## src/rtl/core/assert_macros.svh

```systemverilog
// Assertion macros used by the oscillator bank top level.
`ifndef ASSERT_MACROS_SVH
`define ASSERT_MACROS_SVH

// The consequent must hold in the same cycle as the antecedent.
`define ASSERT_SAME(label, clk, rst_n, ante, cons, msg) \
    label: assert property (@(posedge clk) disable iff (!(rst_n)) (ante) |-> (cons)) \
        else $error(msg);

// The consequent must hold in the cycle after the antecedent.
`define ASSERT_NEXT(label, clk, rst_n, ante, cons, msg) \
    label: assert property (@(posedge clk) disable iff (!(rst_n)) (ante) |=> (cons)) \
        else $error(msg);

`endif

```

## src/rtl/core/mnco_pkg.sv

```systemverilog
// Types, constants and table functions of the oscillator bank.
package mnco_pkg;

    localparam int NCH_DEF    = 16;
    localparam int LUT_AW_DEF = 10;

    localparam int CMD_W      = 3;
    localparam int CH_W       = 4;
    localparam int WORD_W     = 32;
    localparam int SAMPLE_W   = 16;
    localparam int OUT_W      = 20;
    localparam int ROM_W      = 32;
    localparam int ENTRY_W    = 2 * WORD_W + SAMPLE_W;
    localparam int IN_DATA_W  = 88;
    localparam int OUT_DATA_W = 120;
    localparam int DRAIN_LEN  = 5;

    localparam logic [63:0] PIHALF_Q30 = 64'd1686629713;
    localparam int unsigned SIN_DIV [7] = '{6, 20, 42, 72, 110, 156, 210};
    localparam int unsigned COS_DIV [7] = '{2, 12, 30, 56, 90, 132, 182};

    typedef enum logic [CMD_W-1:0] {
        CMD_WR_STEP  = 3'd0,
        CMD_WR_PHASE = 3'd1,
        CMD_WR_AMPL  = 3'd2,
        CMD_TX       = 3'd3,
        CMD_RX       = 3'd4,
        CMD_MOD      = 3'd5,
        CMD_READ     = 3'd6,
        CMD_NOP      = 3'd7
    } t_cmd;

    typedef struct packed {
        logic                       vld;
        logic [1:0]                 quad;
        logic signed [SAMPLE_W-1:0] ampl;
    } t_tone_ctl;

    typedef struct packed {
        logic                       vld;
        logic signed [SAMPLE_W-1:0] re;
        logic signed [SAMPLE_W-1:0] im;
    } t_tone_res;

    // Round half up from Q2.30 to Q1.15 and saturate.
    function automatic logic signed [SAMPLE_W-1:0] round_sat_q15(input logic signed [33:0] p);
        logic signed [33:0]         r;
        logic signed [SAMPLE_W-1:0] res;
        r = (p + 34'sd16384) >>> 15;
        if (r > 34'sd32767) begin
            res = 16'sh7fff;
        end else if (r < -34'sd32768) begin
            res = 16'sh8000;
        end else begin
            res = r[SAMPLE_W-1:0];
        end
        return res;
    endfunction

    function automatic logic [15:0] q30_to_q15(input logic signed [63:0] v);
        logic signed [63:0] t;
        t = (v < 64'sd0) ? 64'sd0 : v;
        t = (t + 64'sd16384) >>> 15;
        return (t > 64'sd32767) ? 16'd32767 : t[15:0];
    endfunction

    // One quarter-wave entry: cosine in the high half, sine in the low half.
    function automatic logic [ROM_W-1:0] qw_entry(input int unsigned idx,
                                                  input int unsigned tbits);
        logic [63:0]        x;
        logic [63:0]        x2;
        logic [63:0]        st;
        logic [63:0]        ct;
        logic signed [63:0] ss;
        logic signed [63:0] cs;
        x  = (PIHALF_Q30 * 64'(idx) + ((64'd1 << tbits) >> 1)) >> tbits;
        x2 = (x * x + (64'd1 << 29)) >> 30;
        st = x;
        ss = $signed(x);
        ct = 64'd1 << 30;
        cs = $signed(ct);
        for (int k = 0; k < 7; k++) begin
            st = ((st * x2) >> 30) / SIN_DIV[k];
            ct = ((ct * x2) >> 30) / COS_DIV[k];
            if ((k % 2) == 0) begin
                ss = ss - $signed(st);
                cs = cs - $signed(ct);
            end else begin
                ss = ss + $signed(st);
                cs = cs + $signed(ct);
            end
        end
        return {q30_to_q15(cs), q30_to_q15(ss)};
    endfunction

endpackage

```

## src/rtl/core/mnco_ram.sv

```systemverilog
// Generic single-write, single-read RAM with a registered read port.
module mnco_ram
    import mnco_pkg::*;
#(
    parameter int WIDTH = ENTRY_W,
    parameter int DEPTH = NCH_DEF
) (
    input  logic                                   i_clk,
    input  logic                                   i_we,
    input  logic [((DEPTH > 1) ? $clog2(DEPTH) : 1)-1:0] i_waddr,
    input  logic [WIDTH-1:0]                       i_wdata,
    input  logic [((DEPTH > 1) ? $clog2(DEPTH) : 1)-1:0] i_raddr,
    output logic [WIDTH-1:0]                       o_rdata
);

    logic [WIDTH-1:0] r_mem [DEPTH];
    logic [WIDTH-1:0] r_rdata;

    always_ff @(posedge i_clk) begin
        if (i_we) begin
            r_mem[i_waddr] <= i_wdata;
        end
        r_rdata <= r_mem[i_raddr];
    end

    assign o_rdata = r_rdata;

endmodule

```

## config.mk

```make
export PLATFORM = sky130hd
export DESIGN_NAME = mnco_ram
export DESIGN_NICKNAME = d
export VERILOG_FILES = /design/src/rtl/core/assert_macros.svh /design/src/rtl/core/mnco_pkg.sv /design/src/rtl/core/mnco_ram.sv
export SDC_FILE = /design/constraint.sdc
export NUM_CORES = 1
export LEC_CHECK = 0
export ABC_CLOCK_PERIOD_IN_PS = 10700
export BUFFER_PORTS_ARGS = -buffer_cell sky130_fd_sc_hd__buf_2
export CAP_MARGIN = 20
export CORE_UTILIZATION = 50
export DETAILED_ROUTE_END_ITERATION = 8
export PLACE_DENSITY = 0.65
export SETUP_SLACK_MARGIN = 0.3
export SLEW_MARGIN = 0
export SYNTH_ARGS = -nofsm -noshare
export SYNTH_HDL_FRONTEND = slang
export SYNTH_SLANG_ARGS = --single-unit
```

## constraint.sdc

```tcl
create_clock -name i_clk -period 10.7 [get_ports i_clk]
set_input_delay 1.605 -clock i_clk [delete_from_list [all_inputs] [get_ports i_clk]]
set_output_delay 1.605 -clock i_clk [all_outputs]
set_load 0.01 [all_outputs]
```

==> out/metrics.cfg <==
[layout]
ff_latch_area_mm2 = 0.04004
multi_input_area_mm2 = 0.008976
mostFrequentLayoutCell = edfxtp_1
nets = 2398
fillCellCount = 6913
final_cell_mix = edfxtp_1 (1280), mux4_2 (320), buf_2 (167), a22oi_1 (160), clkbuf_16 (147)
design_area_mm2 = 0.05632
area_growth_pct = 13.95
drive_gt1_share_pct = 31.45

[worst_setup_path]
cp-end-kind = flop
max_stage_delay_ns = 0.85
crit_top_cell = buf_4
cp_top_family = buffers and inverters
cpMaxStageDelayCell = buf_4
crit_type = in2reg
worst_ep_arrival_time_ns = 4.73
worstPathRequired_ns = 11.30
crit_buf_inv = 3
critPathMaxFanout = 58
crit_path_cell_trace = buf_8 > buf_4 > buf_4 > mux4_2 > a22oi_1 > nand2_1
critPathLaunchType = input pin

[route]
firstDrtPassIters = 5
wl_per_cell_um = 29.24
drtIter0Drc = 2411
vias_per_cell = 6.023
post-route-drc-count = 0
antenna_left = 0
wl_um = 108400
vias = 22323

[die]
initial_core_util_pct = 50.81
die_area_mm2 = 0.1001
die_h_um = 316.4
dieWidth_um = 316.4
pin_count = 170
rows = 114
core_area_mm2 = 0.09728

[place]
place_hpwl_um = 53410
gp_congestion = 0.7092
io_buffers = 169
placed_cell_area_mm2 = 0.05186

[cts]
cts_tree = done
post_cts_resized = 0
ctsRootBufferMaster = clkbuf_16
ctsHoldBuffers = 0
clock_sinks = 1360
numCtsBuffers = 139
clockBufferDepth = 3
htree_levels = 4
post_cts_buffers = 0
clk_latency_ns = 0.72
cts.clk_slew.worst_paths_ns = 0.06

[logic_synthesis]
yosys-top-cells-area = edfxtp_1 (78%), mux4_2 (15%), dfxtp_1 (3.2%), a22oi_1 (2.4%), nand2_1 (0.62%)
postSynthCellCount = 2054
yosysTopAreaCell = edfxtp_1
synth_area_mm2 = 0.04942
syn-num-nets = 2144
synth_top_area_share_pct = 77.77
avgSynthCellArea_um2 = 24.06
synth_seq_cells = 1360
ys_seq_area_share_pct = 81.01
synth_cell_types = 18
yosys_warnings = 0

[power_and_ir_drop]
swShare_pct = 20.43
leakagePower_nw = 18.12
pwr-share-seq_pct = 53.9
power.internal_mw = 8.854
power_switching_mw = 2.273
clkPwrFrac_pct = 41.5
vdd_drop_max_uv = 125.0
comb_power_share_pct = 4.6
p_total_mw = 11.13
powerDensity_mw_per_mm2 = 197.6

[grt]
grt_antenna_before_repair = 23
grt.total_usage_pct = 22.05
grt_remaining_overflow = 0
grt_pass1_vias = 23343
grt_max_degree = 152
grt_pass1_wl_um = 157100

[run_status]
status = complete, no violations

[sta]
maxSlewViolCount = 0
fin_crit_sh_pct = 38.64
finalHoldViolations = 0
max_freq_mhz = 241.8
skew_ns = 0.01657
relSlewSlack_pct = 25.78
worst_pin_slew_ns = 1.113
layout_min_cycle_time_ns = 4.135
finalSetupViolCount = 0
fin_tns_setup_ns = 0
rsz0062_at_grt = false

[flow_run]
cap_violations = 0

[min_path]
hold_class = reg2reg

-- Yosys cell counts --
cell type,instances
mux4_2,320
edfxtp_1,1280
nand3_1,1
buf_1,27
buf_6,13
or3b_2,1
dfxtp_1,80
a22oi_1,160
clkbuf_1,40
nor3_1,4
and2_1,1
nor2_1,13
nand2b_1,2
nand3b_1,2
buf_4,4
buf_2,23
nor2b_1,2
nand2_1,81
-- power groups by stage --
| stage | sequential (mW) | combinational (mW) | clock (mW) |
|---|---|---|---|
| floorplan | 6.12 | 0.282 | 0 |
| global placement | 6.11 | 0.505 | 0 |
| global route | 6.01 | 0.547 | 4.89 |
| finish | 6.00 | 0.508 | 4.62 |
| CTS | 6.00 | 0.516 | 4.70 |
| detailed placement | 6.11 | 0.515 | 0 |
-- flip-flops by register name, summed over array words and instances (netlist names) --
name and count:
o_rdata 80, r_mem 1280
-- logic make-up (layout without fill, tap and decap cells) --
group / Yosys count / in the layout / share of synthesized area [%]
DFF: 1360 / 1360 / 81.01
muxes: 320 / 320 / 14.58
and+or+nand+nor: 107 / 107 / 0.8759
buffers and inverters: 107 / 476 / 1.099
AOI/OAI and AO/OA: 160 / 160 / 2.430
other: 0 / 7 / 0
-- metal layers --
layer,vias up,GRT usage (%),wire (um)
li1,9327,-,-
met1,12071,29.91,44460
met2,734,36.99,55170
met3,175,3.833,6273
met4,16,6.458,2368
met5,-,0,87
-- worst reg2reg max path, cell delays in order, from the launching register on --
cell      delay, ns
edfxtp_1       0.37
mux4_2         0.47
a22oi_1        0.23
nand2_1        0.17
-- worst paths after layout --
| check | to | from | slack (ns) | depth (start not counted) |
|---|---|---|---|---|
| max | o_rdata[33]$_DFF_P_ | i_raddr[0] | 6.57 | 6 |
| min | o_rdata[42]$_DFF_P_ | r_mem[6][42]$_DFFE_PP_ | 0.66 | 3 |
| max reg2reg | o_rdata[49]$_DFF_P_ | r_mem[11][49]$_DFFE_PP_ | 9.32 | 3 |
| min reg2reg | o_rdata[42]$_DFF_P_ | r_mem[6][42]$_DFFE_PP_ | 0.66 | 3 |
-- area by class of cell --
class | instances | area share (%)
flip-flops and latches | 1360 | 71.10
repair buffers | 220 | 2.275
clock inverters | 55 | 0.6665
well taps | 1276 | 2.835
clock buffers | 201 | 7.158
diodes | 7 | 0.03110
multi-input cells | 587 | 15.94
-- through the flow --
step	cells	hold slack [ns]	setup WS, ns	util (%)
floorplan	2054	0.6349	2.542	-
detailed placement	3442	0.6504	5.704	53.32
global placement	3442	0.6550	5.747	53.32
CTS	3698	0.6597	6.456	57.85
global route	3703	0.6905	6.237	57.88
finish	3706	0.6574	6.565	57.89
No activity file was read; power rests on OpenSTA's default activity.
