`config.mk`:
```
export PLATFORM = sky130hd
export DESIGN_NAME = mnco_tone
export DESIGN_NICKNAME = d
export VERILOG_FILES = /design/src/rtl/core/assert_macros.svh /design/src/rtl/core/mnco_pkg.sv /design/src/rtl/core/mnco_tone.sv
export SDC_FILE = /design/constraint.sdc
export NUM_CORES = 2
export LEC_CHECK = 0
export CORE_MARGIN = 2
export CORE_UTILIZATION = 65
export CTS_BUF_LIST = sky130_fd_sc_hd__clkbuf_4 sky130_fd_sc_hd__clkbuf_8
export CTS_CLUSTER_SIZE = 12
export DETAILED_ROUTE_END_ITERATION = 10
export DONT_BUFFER_PORTS = 1
export GPL_TIMING_DRIVEN = 0
export HOLD_SLACK_MARGIN = 0.1
export PLACE_DENSITY = 0.89
export SLEW_MARGIN = 10
export SYNTH_ARGS = -nofsm -noshare
export SYNTH_HDL_FRONTEND = slang
export SYNTH_SLANG_ARGS = --single-unit
```
`constraint.sdc`:
```
create_clock -name i_clk -period 13.4 [get_ports i_clk]
set_input_delay 4.02 -clock i_clk [delete_from_list [all_inputs] [get_ports i_clk]]
set_output_delay 4.02 -clock i_clk [all_outputs]
set_load 0.01 [all_outputs]
```
`src/rtl/core/assert_macros.svh`:
```
// Assertion macros used by the oscillator bank top level.
`ifndef ASSERT_MACROS_SVH
`define ASSERT_MACROS_SVH

// The consequent must hold in the same cycle as the antecedent.
`define ASSERT_SAME(label, clk, rst_n, ante, cons, msg) \
    label: assert property (@(posedge clk) disable iff (!(rst_n)) (ante) |-> (cons)) \
        else $error(msg);

// The consequent must hold in the cycle after the antecedent.
`define ASSERT_NEXT(label, clk, rst_n, ante, cons, msg) \
    label: assert property (@(posedge clk) disable iff (!(rst_n)) (ante) |=> (cons)) \
        else $error(msg);

`endif

```
`src/rtl/core/mnco_pkg.sv`:
```
// Types, constants and table functions of the oscillator bank.
package mnco_pkg;

    localparam int NCH_DEF    = 16;
    localparam int LUT_AW_DEF = 10;

    localparam int CMD_W      = 3;
    localparam int CH_W       = 4;
    localparam int WORD_W     = 32;
    localparam int SAMPLE_W   = 16;
    localparam int OUT_W      = 20;
    localparam int ROM_W      = 32;
    localparam int ENTRY_W    = 2 * WORD_W + SAMPLE_W;
    localparam int IN_DATA_W  = 88;
    localparam int OUT_DATA_W = 120;
    localparam int DRAIN_LEN  = 5;

    localparam logic [63:0] PIHALF_Q30 = 64'd1686629713;
    localparam int unsigned SIN_DIV [7] = '{6, 20, 42, 72, 110, 156, 210};
    localparam int unsigned COS_DIV [7] = '{2, 12, 30, 56, 90, 132, 182};

    typedef enum logic [CMD_W-1:0] {
        CMD_WR_STEP  = 3'd0,
        CMD_WR_PHASE = 3'd1,
        CMD_WR_AMPL  = 3'd2,
        CMD_TX       = 3'd3,
        CMD_RX       = 3'd4,
        CMD_MOD      = 3'd5,
        CMD_READ     = 3'd6,
        CMD_NOP      = 3'd7
    } t_cmd;

    typedef struct packed {
        logic                       vld;
        logic [1:0]                 quad;
        logic signed [SAMPLE_W-1:0] ampl;
    } t_tone_ctl;

    typedef struct packed {
        logic                       vld;
        logic signed [SAMPLE_W-1:0] re;
        logic signed [SAMPLE_W-1:0] im;
    } t_tone_res;

    // Round half up from Q2.30 to Q1.15 and saturate.
    function automatic logic signed [SAMPLE_W-1:0] round_sat_q15(input logic signed [33:0] p);
        logic signed [33:0]         r;
        logic signed [SAMPLE_W-1:0] res;
        r = (p + 34'sd16384) >>> 15;
        if (r > 34'sd32767) begin
            res = 16'sh7fff;
        end else if (r < -34'sd32768) begin
            res = 16'sh8000;
        end else begin
            res = r[SAMPLE_W-1:0];
        end
        return res;
    endfunction

    function automatic logic [15:0] q30_to_q15(input logic signed [63:0] v);
        logic signed [63:0] t;
        t = (v < 64'sd0) ? 64'sd0 : v;
        t = (t + 64'sd16384) >>> 15;
        return (t > 64'sd32767) ? 16'd32767 : t[15:0];
    endfunction

    // One quarter-wave entry: cosine in the high half, sine in the low half.
    function automatic logic [ROM_W-1:0] qw_entry(input int unsigned idx,
                                                  input int unsigned tbits);
        logic [63:0]        x;
        logic [63:0]        x2;
        logic [63:0]        st;
        logic [63:0]        ct;
        logic signed [63:0] ss;
        logic signed [63:0] cs;
        x  = (PIHALF_Q30 * 64'(idx) + ((64'd1 << tbits) >> 1)) >> tbits;
        x2 = (x * x + (64'd1 << 29)) >> 30;
        st = x;
        ss = $signed(x);
        ct = 64'd1 << 30;
        cs = $signed(ct);
        for (int k = 0; k < 7; k++) begin
            st = ((st * x2) >> 30) / SIN_DIV[k];
            ct = ((ct * x2) >> 30) / COS_DIV[k];
            if ((k % 2) == 0) begin
                ss = ss - $signed(st);
                cs = cs - $signed(ct);
            end else begin
                ss = ss + $signed(st);
                cs = cs + $signed(ct);
            end
        end
        return {q30_to_q15(cs), q30_to_q15(ss)};
    endfunction

endpackage

```
`src/rtl/core/mnco_tone.sv`:
```
// Quadrant rotation, amplitude scaling and complex modulation pipeline.
module mnco_tone
    import mnco_pkg::*;
(
    input  logic                       i_clk,
    input  logic                       i_rst_n,
    input  t_tone_ctl                  i_ctl,
    input  logic [ROM_W-1:0]           i_rom_data,
    input  logic signed [SAMPLE_W-1:0] i_sample_i,
    input  logic signed [SAMPLE_W-1:0] i_sample_q,
    output t_tone_res                  o_tone,
    output t_tone_res                  o_mod
);

    logic signed [SAMPLE_W-1:0] w_c;
    logic signed [SAMPLE_W-1:0] w_s;
    logic signed [SAMPLE_W-1:0] w_a;
    logic signed [SAMPLE_W-1:0] w_b;

    logic                       r_prod_vld;
    logic signed [31:0]         r_pa;
    logic signed [31:0]         r_pb;
    t_tone_res                  r_tone;
    logic                       r_mp_vld;
    logic signed [31:0]         r_p_ii;
    logic signed [31:0]         r_p_qq;
    logic signed [31:0]         r_p_iq;
    logic signed [31:0]         r_p_qi;
    t_tone_res                  r_mod;

    // Odd quadrants rotate by 90 degrees; the upper half-turn negates both parts.
    always_comb begin
        w_c = $signed(i_rom_data[ROM_W-1:SAMPLE_W]);
        w_s = $signed(i_rom_data[SAMPLE_W-1:0]);
        w_a = w_c;
        w_b = w_s;
        if (i_ctl.quad[0]) begin
            w_a = -w_s;
            w_b = w_c;
        end
        if (i_ctl.quad[1]) begin
            w_a = -w_a;
            w_b = -w_b;
        end
    end

    always_ff @(posedge i_clk) begin
        if (!i_rst_n) begin
            r_prod_vld <= 1'b0;
            r_tone.vld <= 1'b0;
            r_mp_vld   <= 1'b0;
            r_mod.vld  <= 1'b0;
        end else begin
            r_prod_vld <= i_ctl.vld;
            r_tone.vld <= r_prod_vld;
            r_mp_vld   <= r_tone.vld;
            r_mod.vld  <= r_mp_vld;
        end
        if (i_ctl.vld) begin
            r_pa <= i_ctl.ampl * w_a;
            r_pb <= i_ctl.ampl * w_b;
        end
        if (r_prod_vld) begin
            r_tone.re <= round_sat_q15(34'(r_pa));
            r_tone.im <= round_sat_q15(34'(r_pb));
        end
        if (r_tone.vld) begin
            r_p_ii <= i_sample_i * r_tone.re;
            r_p_qq <= i_sample_q * r_tone.im;
            r_p_iq <= i_sample_i * r_tone.im;
            r_p_qi <= i_sample_q * r_tone.re;
        end
        if (r_mp_vld) begin
            r_mod.re <= round_sat_q15(34'(r_p_ii) - 34'(r_p_qq));
            r_mod.im <= round_sat_q15(34'(r_p_iq) + 34'(r_p_qi));
        end
    end

    assign o_tone = r_tone;
    assign o_mod  = r_mod;

endmodule

```
==> impl_metrics.py <==
metrics = {
    "global_route": {
        "grtUsageTotal_pct": 41.69,
        "grt_pass1_wl_um": 339100,
        "overflow": 0,
        "grt_pass1_vias": 57410,
        "grt_start_max_net_pins": 65,
        "antenna_found_initial": 33,
    },
    "synthesis": {
        "yosysTopAreaCell": "fa_1",
        "synth_area_leaders": "fa_1 (45%), ha_1 (11%), edfxtp_1 (9.8%)",
        "synth.ff_latch_count": 232,
        "synth_cell_types": 73,
        "yosys_most_used_dff": "edfxtp_1",
        "syn-num-nets": 9635,
        "netlist_instances": 7365,
        "synth_top_area_share_pct": 44.92,
        "ys_seq_area_share_pct": 9.900,
        "syn_area_per_cell_um2": 9.500,
        "syn_area_mm2": 0.06997,
        "yosys_warnings": 0,
        "async_flop_share_pct": 0,
        "synth-edff-count": 228,
    },
    "timing": {
        "drv_slew": 0,
        "period_needed_ns": 13.03,
        "finalSetupViolCount": 0,
        "finalSetupTns_ns": 0,
        "rsz0062_at_grt": "no",
        "fmax_ghz": 0.07677,
        "hold_viol_final": 0,
        "maxSlewHeadroom_pct": 5.044,
        "tightest_slew_ns": 1.424,
        "min_period_over_period_pct": 97.21,
        "setup_ws_ns": 0.3732,
        "clock_skew_ns": 0.05571,
    },
    "critical_path": {
        "path_common_cell": "fa_1",
        "cp_slowest_cell": "xor2_2",
        "start_kind": "input port",
        "endpoint": "r_pb[31]$_DFFE_PP_",
        "r2r_slack_ns": 4.38,
        "critPathCaptureType": "flip-flop",
        "reg2regPathDepth": 23,
        "crit_arrival_ns": 13.41,
        "worstSetupPathType": "input port to flip-flop",
        "rr_endpoint": "r_p_qq[31]$_DFFE_PP_",
        "crit_cells": 32,
        "startpoint": "i_ctl[16]",
        "cp_num_buf_inv": 7,
        "rr_startpoint": "o_tone[7]$_SDFFCE_PN1P_",
        "crit_path_max_incr_delay_ns": 0.66,
        "cp.required_ns": 13.78,
        "cp_top_family": "adder cells",
        "crit_path_max_fanout": 10,
    },
    "route": {
        "ant_nets": 0,
        "drt_first_pass_iters": 8,
        "avgViaCountPerCell": 5.921,
        "remaining_drc_errors": 0,
        "wirelength_um": 222700,
        "vias": 52540,
        "routedWlPerCell_um": 25.09,
        "drt_iter0_drc": 4776,
    },
    "min_path": {
        "hold_depth": 0,
        "hold_path_class": "flip-flop to flip-flop",
    },
    "floorplan": {
        "die_area_mm2": 0.1103,
        "initial_core_util_pct": 65.45,
        "dieWidth_um": 332.1,
        "die_h_um": 332.1,
        "rows": 120,
        "core_area_mm2": 0.1069,
        "pin_count": 151,
    },
    "run_status": {
        "outcome": "finished, final reports clean",
    },
    "place": {
        "gp_congestion": 1.085,
        "post-place-ws_ns": -1.129,
        "portBuffers": 0,
        "place_hpwl_um": 184200,
    },
    "finish": {
        "layout.nets": 9684,
        "area_delta_synth_final_pct": 4.015,
        "fillers": 8031,
        "final_util_pct": 68.08,
        "drive_above_1_share_pct": 1.626,
    },
    "cts": {
        "clock_latency_ns": 0.69,
        "numCtsBuffers": 42,
        "cts_root_buffer": "clkbuf_8",
        "htree_levels": 2,
        "cts.sinks": 232,
        "cts_tree": "done",
        "clk_pin_slew_ns": 0.06,
        "clock_path_buffers": 3,
    },
    "flow_run": {
        "max-cap-violations": 0,
    },
}
==> Yosys cell counts (all sizes together), types with 5 or more instances <==
cell type / count
inv: 1802
fa: 1570
nand2: 937
ha: 615
and2: 537
clkbuf: 288
edfxtp: 228
xnor2: 206
a21oi: 168
nor2: 124
o21ai: 122
a21o: 100
nand2b: 96
nor2b: 87
xor2: 83
nor3: 48
nand3: 46
o21a: 34
o21bai: 26
nand4: 24
mux2i: 21
and3: 20
a31oi: 16
or3: 15
a211oi: 13
o31ai: 12
o2111ai: 10
or2: 10
buf: 8
a211o: 6
a21boi: 6
nor4: 6
o211ai: 6
o41ai: 6
a31o: 5
==> sequential cells by signal (all words and copies together), names as in the netlist <==
signal,flops
o_mod,33
o_tone,33
r_mp_vld,1
r_p_ii,32
r_p_iq,32
r_p_qi,32
r_p_qq,32
r_pa,18
r_pb,18
r_prod_vld,1
==> layout make-up <==
type / instances / area, um2 / share of cell area [%]
Sequential cell: 232 / 6933 / 9.527
Clock buffer: 50 / 644.4 / 0.8854
Multi-Input combinational cell: 5035 / 55220 / 75.88
Timing Repair Buffer: 5 / 90.09 / 0.1238
Inverter: 1802 / 6764 / 9.294
Buffer: 296 / 1131 / 1.554
Antenna cell: 28 / 70.07 / 0.09628
Clock inverter: 23 / 163.9 / 0.2252
Tap cell: 1403 / 1755 / 2.412
==> cells in the final DEF, fill, tap and decap left out, types with 87 or more instances in the layout <==
master,n
nor2b_1,87
inv_1,1802
nand2_1,937
o21ai_0,119
and2_1,537
nand2b_1,96
a21oi_1,166
nor2_1,124
xnor2_1,205
a21o_1,100
edfxtp_1,228
ha_1,615
clkbuf_1,284
fa_1,1570
==> worst min path at each step <==
stage	start	to	slack, ns
after floorplan	r_pb[31]$_DFFE_PP_	o_tone[15]$_SDFFCE_PN0P_	0.60
after detailed placement	o_tone[32]$_SDFF_PN0_	r_p_iq[30]$_DFFE_PP_	0.54
after global placement	r_pa[24]$_DFFE_PP_	o_tone[25]$_SDFFCE_PN1P_	0.64
after CTS	o_tone[32]$_SDFF_PN0_	r_p_iq[30]$_DFFE_PP_	0.56
after global routing	o_tone[32]$_SDFF_PN0_	r_p_iq[30]$_DFFE_PP_	0.57
final	o_tone[32]$_SDFF_PN0_	r_p_iq[30]$_DFFE_PP_	0.56
==> metrics by stage <==
stage	instance area, um2	hold slack (ns)	instances
floorplan	69970	0.6019	7365
global placement	71720	0.6402	8768
detailed placement	71810	0.5441	8771
CTS	72640	0.5596	8844
global route	72730	0.5727	8855
finish	72770	0.5596	8874
==> routing by layer <==
layer / global-route usage [%] / vias to the layer above / wire, um
met2: 66.23 / 3113 / 102400
met1: 46.36 / 26300 / 72580
met5: 0.9553 / - / 345
li1: - / 22090 / -
met4: 33.14 / 24 / 22140
met3: 13.36 / 1021 / 25230
==> logic make-up (layout without fill, tap and decap cells) <==
| logic type | count (synthesis) | count (layout) | synth area share [%] |
|---|---|---|---|
| compound gates | 570 | 570 | 5.225 |
| xor+xnor | 289 | 289 | 3.618 |
| fa+ha+maj | 2185 | 2185 | 55.92 |
| buf+inv | 2098 | 2176 | 11.28 |
| flops | 232 | 232 | 9.900 |
| mux | 25 | 25 | 0.3827 |
| other cells | 0 | 28 | 0 |
| simple gates | 1966 | 1966 | 13.68 |
==> worst register-to-register path, stage by stage, from the launching register on <==
cell and delay (ns):
edfxtp_1 0.97, clkbuf_1 1.00, nand2_1 0.20, fa_1 0.58
inv_1 0.05, fa_1 0.50, inv_1 0.05, fa_1 0.54
inv_1 0.05, fa_1 0.48, inv_1 0.06, fa_1 0.48
inv_1 0.05, fa_1 0.43, ha_1 0.35, inv_1 0.11
o21bai_1 0.09, a21o_1 0.18, a221o_1 0.44, a31oi_1 0.73
o211ai_1 0.26, a31oi_1 0.22, o21bai_1 0.09, xnor2_1 0.79
==> timing repair <==
item / 4_1_cts / 5_1_grt
buffers inserted: 0 / 2
gates resized for setup: 4 / 14
hold buffers: 0 / 0
endpoints found under the setup margin: 7 / 10
pin swaps: 0 / 2
Power is left out: the tool's default activity adds up to more than one toggle a clock period on the data nets, which glitch-free logic cannot reach.
